$ cat src/rtl/assert_macros.svh
// Assertion macros shared by the RTL files of the wind grid interpolator.
// Each macro clocks on i_clk and is disabled while i_rst_n is low.
`ifndef ASSERT_MACROS_SVH
`define ASSERT_MACROS_SVH

// Condition that must hold at every clock edge.
`define ASSERT_ALWAYS(label, expr, msg) \
    label: assert property (@(posedge i_clk) disable iff (!i_rst_n) (expr)) else $error(msg);

// Consequence checked in the same cycle as the antecedent.
`define ASSERT_IMPL(label, ante, cons, msg) \
    label: assert property (@(posedge i_clk) disable iff (!i_rst_n) (ante) |-> (cons)) \
        else $error(msg);

// Consequence checked in the cycle after the antecedent.
`define ASSERT_NEXT(label, ante, cons, msg) \
    label: assert property (@(posedge i_clk) disable iff (!i_rst_n) (ante) |=> (cons)) \
        else $error(msg);

`endif

$ cat src/rtl/wgi_pkg.sv
// Package of the wind grid interpolator: grid sizes, widths, codes, state types
// and the grid address function. No dependencies.
package wgi_pkg;

    localparam int HOURS  = 8;
    localparam int LEVELS = 16;
    localparam int LATS   = 32;
    localparam int LONS   = 64;
    localparam int NQUANT = 3;

    localparam int H_W   = $clog2(HOURS);
    localparam int L_W   = $clog2(LEVELS);
    localparam int R_W   = $clog2(LATS);
    localparam int C_W   = $clog2(LONS);
    localparam int Q_W   = 2;
    localparam int HLQ_W = $clog2(HOURS * LEVELS * NQUANT);
    localparam int ADDR_W    = HLQ_W + R_W + C_W;
    localparam int MEM_DEPTH = HOURS * LEVELS * NQUANT * LATS * LONS;

    // divider: dividend carries a 16 bit fraction below the integer part
    localparam int DIV_NW = 51;
    localparam int DIV_DW = 35;
    localparam int DIV_CW = $clog2(DIV_NW + 1);

    localparam int BL_W  = 34;   // spatially blended value, signed, same scale as the grid samples (Q.0)
    localparam int ACC_W = 54;   // sum of eight sample * weight products
    localparam int W_W   = 26;   // altitude weight, Q.16 signed, clamped

    localparam int W_ONE   = 65536;
    localparam int W_HALF  = 32768;
    localparam int W_CLAMP = 16777216;

    localparam int IN_TDATA_W  = 128;
    localparam int OUT_TDATA_W = 88;

    localparam logic FUNC_WRITE = 1'b0;
    localparam logic FUNC_QUERY = 1'b1;

    localparam logic [Q_W-1:0] Q_HEIGHT = 2'd0;
    localparam logic [Q_W-1:0] Q_U      = 2'd1;
    localparam logic [Q_W-1:0] Q_V      = 2'd2;

    localparam logic [1:0] ST_OK   = 2'd0;
    localparam logic [1:0] ST_HOUR = 2'd1;
    localparam logic [1:0] ST_LAT  = 2'd2;
    localparam logic [1:0] ST_LNG  = 2'd3;

    localparam logic [1:0] CFG_HOUR_STEP  = 2'd0;
    localparam logic [1:0] CFG_LAT_ORIGIN = 2'd1;
    localparam logic [1:0] CFG_LAT_STEP   = 2'd2;
    localparam logic [1:0] CFG_LNG_STEP   = 2'd3;

    typedef enum logic [3:0] {
        S_IDLE, S_DIV_H, S_DIV_A, S_DIV_N, S_WT1, S_WT2, S_SRCH, S_BLEND,
        S_WDIV, S_MULA, S_MULB, S_SUM, S_OUT
    } t_state;

    typedef enum logic [2:0] {
        PH_SRCH, PH_LH, PH_UH, PH_A, PH_B
    } t_phase;

    typedef struct packed {
        logic              start;
        logic [DIV_NW-1:0] dividend;
        logic [DIV_DW-1:0] divisor;
    } t_div_req;

    typedef struct packed {
        logic              busy;
        logic              done;
        logic [DIV_NW-1:0] quo;
    } t_div_rsp;

    function automatic logic [ADDR_W-1:0] grid_addr(
        input logic [H_W-1:0] h,
        input logic [L_W-1:0] lev,
        input logic [Q_W-1:0] q,
        input logic [R_W-1:0] r,
        input logic [C_W-1:0] c
    );
        logic [HLQ_W-1:0] hlq;
        hlq = (HLQ_W'(h) * HLQ_W'(LEVELS) + HLQ_W'(lev)) * HLQ_W'(NQUANT) + HLQ_W'(q);
        return {hlq, r, c};
    endfunction

endpackage

$ cat src/rtl/wgi_div.sv
// Restoring unsigned divider, one quotient bit per cycle.
// Depends on wgi_pkg and assert_macros.svh.
`include "assert_macros.svh"

module wgi_div (
    input  logic              i_clk,
    input  logic              i_rst_n,
    input  wgi_pkg::t_div_req i_req,
    output wgi_pkg::t_div_rsp o_rsp
);
    import wgi_pkg::*;

    logic              r_busy;
    logic              r_done;
    logic [DIV_CW-1:0] r_cnt;
    logic [DIV_NW-1:0] r_quo;
    logic [DIV_DW-1:0] r_rem;
    logic [DIV_DW-1:0] r_dvs;
    logic [DIV_DW:0]   trial;
    logic [DIV_DW:0]   diff;
    logic              ge;

    assign trial = {r_rem, r_quo[DIV_NW-1]};
    assign ge    = trial >= {1'b0, r_dvs};
    assign diff  = trial - {1'b0, r_dvs};

    always_ff @(posedge i_clk) begin
        if (!i_rst_n) begin
            r_busy <= 1'b0;
            r_done <= 1'b0;
            r_cnt  <= '0;
        end else begin
            r_done <= 1'b0;
            if (i_req.start) begin
                r_busy <= 1'b1;
                r_cnt  <= DIV_CW'(DIV_NW);
            end else if (r_busy) begin
                r_cnt <= r_cnt - 1'b1;
                if (r_cnt == DIV_CW'(1)) begin
                    r_busy <= 1'b0;
                    r_done <= 1'b1;
                end
            end
        end
    end

    always_ff @(posedge i_clk) begin
        if (i_req.start) begin
            r_quo <= i_req.dividend;
            r_rem <= '0;
            r_dvs <= i_req.divisor;
        end else if (r_busy) begin
            r_rem <= ge ? diff[DIV_DW-1:0] : trial[DIV_DW-1:0];
            r_quo <= {r_quo[DIV_NW-2:0], ge};
        end
    end

    assign o_rsp.busy = r_busy;
    assign o_rsp.done = r_done;
    assign o_rsp.quo  = r_quo;

    `ASSERT_IMPL(a_start_idle, i_req.start, !r_busy, "divider started while busy")
    `ASSERT_NEXT(a_done_pulse, r_done, !r_done && !r_busy, "divider done held")
    `ASSERT_IMPL(a_cnt_live, r_busy, r_cnt != '0, "divider busy with empty count")

endmodule

$ cat config.mk
export PLATFORM = sky130hd
export DESIGN_NAME = wgi_div
export DESIGN_NICKNAME = d
export VERILOG_FILES = /design/src/rtl/wgi_pkg.sv /design/src/rtl/wgi_div.sv
export VERILOG_INCLUDE_DIRS = /design/src /design/src/rtl
export SDC_FILE = /design/constraint.sdc
export NUM_CORES = 1
export LEC_CHECK = 0
export ABC_AREA = 0
export BUFFER_PORTS_ARGS = -buffer_cell sky130_fd_sc_hd__buf_4
export CAP_MARGIN = 0
export CELL_PAD_IN_SITES_DETAIL_PLACEMENT = 2
export CELL_PAD_IN_SITES_GLOBAL_PLACEMENT = 2
export CORE_ASPECT_RATIO = 0.7
export CORE_UTILIZATION = 25
export CTS_BUF_LIST = sky130_fd_sc_hd__clkbuf_8
export CTS_CLUSTER_DIAMETER = 60
export CTS_CLUSTER_SIZE = 16
export DETAILED_ROUTE_END_ITERATION = 10
export PLACE_DENSITY = 0.61
export SLEW_MARGIN = 30
export SYNTH_ARGS = -nofsm -noshare
export SYNTH_HDL_FRONTEND = slang
export SYNTH_SLANG_ARGS = --single-unit
$ cat constraint.sdc
create_clock -name i_clk -period 5.1 [get_ports i_clk]
set_clock_uncertainty 0.15 [all_clocks]
set_input_delay 0.255 -clock i_clk [delete_from_list [all_inputs] [get_ports i_clk]]
set_output_delay 0.255 -clock i_clk [all_outputs]
set_load 0.05 [all_outputs]
==> results of run 1 <==
[Yosys cell counts, drive strengths merged (2+ instances only)]
cell	number	share of area [%]
a31oi	4	0.42
a21boi	3	0.30
dfxtp	43	12
a211o	2	0.23
a41oi	3	0.35
nor4	2	0.25
mux2i	10	1.3
o221ai	2	0.32
a21o	12	1.2
nand2	42	2.1
a21oi	62	4.3
o211ai	13	1.4
o21ai	23	1.5
xnor2	19	2.2
ha	37	6.2
o21a	8	0.80
o22ai	3	0.25
and3	8	0.70
nor2b	4	0.33
clkbuf	19	1.6
a311oi	3	0.35
mux2	52	7.8
nor3b	3	0.30
nor2	64	3.2
nand3	8	0.60
nor3	6	0.55
o21bai	6	0.60
buf	20	2.4
and2	4	0.35
nand4	13	1.3
o31ai	2	0.20
nand2b	9	0.75
nand4b	2	0.23
inv	45	2.3
edfxtp	86	35
xor2	15	1.8
or3	3	0.25
a211oi	25	3.2
[sequential cells by signal (all words and copies together) (netlist names)]
signal  flops
r_quo      51
r_dvs      35
r_rem      35
r_cnt       6
r_busy      1
r_done      1
[cell families after synthesis]
logic type / synth area share (%)
AND/OR/NAND/NOR: 11.7
buffers and inverters: 6.28
adder cells (fa/ha/maj): 6.46
AO/OA/AOI/OAI: 16.3
XOR/XNOR: 3.99
multiplexers: 9.18
flip-flops: 46.1
[layout make-up]
type                            count  area [µm²]
Tap cell                          378         473
Inverter                           45         171
Clock buffer                       17         234
Sequential cell                   129        3440
Timing Repair Buffer              232        1980
Clock inverter                     15         133
Multi-Input combinational cell    486        3560
Antenna cell                        1        2.50
Fill cell                        3161       19200
[per-stage QoR]
stage	std cells	hold WS (ps)	worst slack, ps	cell area, µm²	utilization [%]
finish	1303	148	1780	9990	34.3
CTS	1302	177	1700	9990	34.3
global placement	1183	285	1840	8750	30.0
floorplan	699	204	2020	7470	-
global route	1303	204	1430	9990	34.3
detailed placement	1183	285	1730	8750	30.0
[where the power goes]
part	internal, mW	switching (mW)	total [mW]
combinational	0.384	0.579	0.962
sequential	1.23	0.0672	1.29
clock	0.389	0.495	0.884
[worst max-delay path, stage by stage, from the launching register on]
cell,delay [ps]
edfxtp_1,330
inv_1,40
ha_1,370
a21oi_1,300
nand2_1,140
a41oi_1,280
a21oi_2,120
nor3_4,610
buf_12,290
mux2_2,350
mux2i_1,140
nor2_1,50
[worst paths after layout]
kind | endpoint | startpoint | slack [ps]
setup / recovery | r_rem[5] | r_dvs[9] | 1780
hold / removal | r_dvs[1] | i_req[86] | 150
hold reg to reg | r_rem[18] | r_rem[18] | 360
setup reg to reg | r_rem[5] | r_dvs[9] | 1780
[routing by layer]
| layer | up-vias | routed length (µm) | global-route usage, % | part of all wire, % |
|---|---|---|---|---|
| met2 | 89 | 10500 | 24.4 | 43 |
| met4 | 0 | 274 | 4.38 | 1.1 |
| li1 | 2974 | - | - | - |
| met5 | - | 0 | 0 | 0 |
| met1 | 3031 | 12400 | 23.3 | 51 |
| met3 | 18 | 1030 | 4.84 | 4.3 |
==> reports/results.ini, run 1 <==
[clocking]
clock_sinks = 129
cts_buffers = 17
hold_buffers = 87
cts_tree = built
cts_resized = 0
clock_latency_ps = 500
post_cts_buffers = 0
root_buffer = clkbuf_8
clk_pin_slew_ps = 80
cts.path.max_buffers = 2
htreeDepth = 4

[logic_synthesis]
synth_area_um2 = 7470
syn_nets = 826
synth_edf_count = 86
synth-seq-area-share_pct = 46.1
yosys_most_used_dff = edfxtp_1
avgSynthCellArea_um2 = 10.7
async_flop_share_pct = 0
ys.warnings.count = 0
synth_seq_cells = 129
syn-instance-count = 699
yosysUniqueCellTypes = 72

[worst_setup_path]
crit_required_ps = 5310
worst-r2r-cell-count = 11
cp_max_fo = 32
critPathCaptureType = flop
cp-start-kind = flop
crit_arrival_ps = 3530
critPathKind = reg2reg

[drt]
postRouteAntennaNets = 0
drt-initial-drc-count = 222
wl_per_cell_um = 18.5
routed_wl_um = 24200
num_vias = 6112
drt-pass1-iter-count = 4
routed_via_density = 4.69
drc = 0

[sta]
clock.fmax_mhz = 301
setup_violations = 0
finalHoldViolCount = 0
tightest_slew_ps = 916
drv_slew = 0
rsz0062_at_grt = no
period_share_pct = 65.1
max-slew-margin-rel_pct = 38.9
min_period_ps = 3320
setup_tns_ps = 0

[layout]
fin_nets = 1038
layout_common_cells = buf_4 (143), dlygate4sd3_1 (87), edfxtp_1 (86)
final_common_cell = buf_4
drive_gt1_share_pct = 28.0
syn_to_final_growth_pct = 33.7

[place]
dp_hpwl_um = 16600
numPortBuffers = 141
gp_congestion = 0.787

[floorplan]
dieArea_um2 = 30600
coreArea_um2 = 29100
start_util_pct = 25.6
row_count = 52
chipHeight_um = 147
ios = 142
die_w_um = 209

[global_routing]
antenna_found_initial = 1
grtUsageTotal_pct = 16.5
grt_first_pass_wirelength_um = 38700
first_global_vias = 6732
grt_overflow_total = 0
grt_max_degree = 91

[power]
ir_drop_mv = 0.167
power_mw = 3.14
pwr_density_cell_nw_per_um2 = 314
p_leak_nw = 4.07

[hold_path]
hp-class = in2reg
whs_path_depth = 1

[job]
max_cap_violations = 0

[run_status]
status = finished clean

(Power assumes the default switching activity.)
==> inputs of run 2 (changes only) <==
--- a/config.mk
+++ b/config.mk
@@ -17,7 +17,7 @@
 export CTS_CLUSTER_DIAMETER = 60
 export CTS_CLUSTER_SIZE = 16
 export DETAILED_ROUTE_END_ITERATION = 10
-export PLACE_DENSITY = 0.61
+export PLACE_DENSITY = 0.63
 export SLEW_MARGIN = 30
 export SYNTH_ARGS = -nofsm -noshare
 export SYNTH_HDL_FRONTEND = slang
==> constraint.sdc (replaced) <==
create_clock -name i_clk -period 2.85 [get_ports i_clk]
set_clock_uncertainty 0.15 [all_clocks]
set_input_delay 0.1425 -clock i_clk [delete_from_list [all_inputs] [get_ports i_clk]]
set_output_delay 0.1425 -clock i_clk [all_outputs]
set_load 0.05 [all_outputs]
==> run 2 against run 1 <==
Compared with the run above:
- the flow now finishes with violations (setup timing)
- total power up 89%
- register-to-register slack worse by 1800 ps
- sequential power up 78%
- critical path depth up 1
- non-clock buffer count up 84
- hold slack better by 56 ps
- cell count up 6.4%
- wire length up 11%
- sequential share of layout area down 3.1 points
- sequential cell count unchanged
- utilization up 3.4 points
- design area up 10%
- largest power group unchanged
==> reports/results.ini, run 2 (synthesis results as in run 1) <==
[floorplan]
dieArea_um2 = 30600
row_count = 52
start_util_pct = 25.6
ios = 142
chipHeight_um = 147
coreArea_um2 = 29100
die_w_um = 209

[worst_setup_path]
critPathKind = reg2reg
cp-start-kind = flop
crit_arrival_ps = 3140
crit_required_ps = 3130
critPathCaptureType = flop
r2r_start = r_dvs[14]
crit_path_end = r_rem[34]
rr_endpoint = r_rem[34]
worst-r2r-cell-count = 12
rrSetupSlack_ps = -5
cp_max_fo = 10
startpoint = r_dvs[14]

[power]
pwr_density_cell_nw_per_um2 = 541
p_leak_nw = 4.51
ir_drop_mv = 0.306

[layout]
reg_top3 = r_quo (51), r_dvs (35), r_rem (35)
syn_to_final_growth_pct = 47.1
final_common_cell = buf_4
largest_register_ffs = 51
stdcell_count = 1386
layout_common_cells = buf_4 (217), dlygate4sd3_1 (89), edfxtp_1 (86)
drive_gt1_share_pct = 39.0
fin_nets = 1122
top_register = r_quo
diodes = 0

[drt]
num_vias = 6454
drt-initial-drc-count = 180
routed_via_density = 4.66
postRouteAntennaNets = 0
wl_per_cell_um = 19.3
routed_wl_um = 26800
drc = 0
drt-pass1-iter-count = 4

[sta]
setup_violations = 1
clock.fmax_mhz = 350
rsz0062_at_grt = yes
min_period_ps = 2850
fin_ws_ps = -4.56
setup_tns_ps = -4.56
max-slew-margin-rel_pct = 45.5
tightest_slew_ps = 818
period_share_pct = 100
drv_slew = 0
finalHoldViolCount = 0

[global_routing]
grt_first_pass_wirelength_um = 41800
grt_overflow_total = 0
antenna_found_initial = 0
first_global_vias = 7259
grtUsageTotal_pct = 17.9
grt_max_degree = 68

[clocking]
cts_tree = built
cts_buffers = 17
clk_pin_slew_ps = 90
cts.path.max_buffers = 2
clock_latency_ps = 510
htreeDepth = 4
root_buffer = clkbuf_8
clock_sinks = 129

[place]
dp_hpwl_um = 18600
dp_cells = 1258
gp_congestion = 0.813
place_ws_ps = -185
numPortBuffers = 141

[run_status]
violations = setup timing
status = finished, violations left

[job]
max_cap_violations = 0

[hold_path]
hp-class = in2reg

-- run 2: metrics by stage --
stage | hold WS (ps) | utilization, % | power [mW] | cell area [µm²]
after floorplan | 91.4 | - | 3.51 | 7500
after global placement | 170 | 32.2 | 4.19 | 9390
after detailed placement | 172 | 32.2 | 4.22 | 9390
after CTS | 163 | 36.8 | 5.90 | 10700
after global routing | 176 | 37.7 | 6.26 | 11000
final | 204 | 37.7 | 5.94 | 11000
-- run 2: how the worst min path moves through the flow --
stage / depth (start not counted) / end / from
after detailed placement: 1 / r_dvs[8] / i_req[8]
after CTS: 2 / r_dvs[7] / i_req[7]
after global placement: 1 / r_dvs[5] / i_req[5]
final: 2 / r_dvs[18] / i_req[18]
after global routing: 2 / r_dvs[10] / i_req[10]
after floorplan: 0 / r_dvs[0] / i_req[0]
-- run 2: final cells by class --
type / count / area, µm²
fill: 3082 / 18200
clock buffer: 17 / 234
clock inverter: 15 / 111
timing repair buffer: 316 / 2680
tap: 378 / 473
inverter: 45 / 174
multi-input combinational: 486 / 3870
sequential: 129 / 3440
-- run 2: what timing repair did --
action	in CTS	in global routing
resized for setup	14	52
buffers inserted	1	6
endpoints found under the setup margin	20	33
hold endpoints to repair	108	0
pin swaps	5	21
hold buffers	89	0
gates cloned	0	0
-- run 2: critical path, cell delays in order, from the launching register on --
cell	delay, ps
edfxtp_1	370
inv_2	80
ha_4	300
buf_6	100
nand4_1	200
nor4_4	350
nand4_1	170
a21oi_2	200
nor3_4	70
buf_12	150
nor2_4	90
or4b_4	460
o211ai_1	90
-- run 2: routing by layer --
layer	GRT usage, %	share of wire [%]
met5	0	0
met4	4.45	1.1
met3	5.59	5.0
met2	28.7	46
met1	23.3	48
-- run 2: report_power, final --
group          switching (mW)  internal [mW]  total [mW]
registers               0.111           2.19        2.30
logic                    1.19          0.938        2.12
clock network           0.905          0.607        1.51
total                    2.20           3.74        5.94
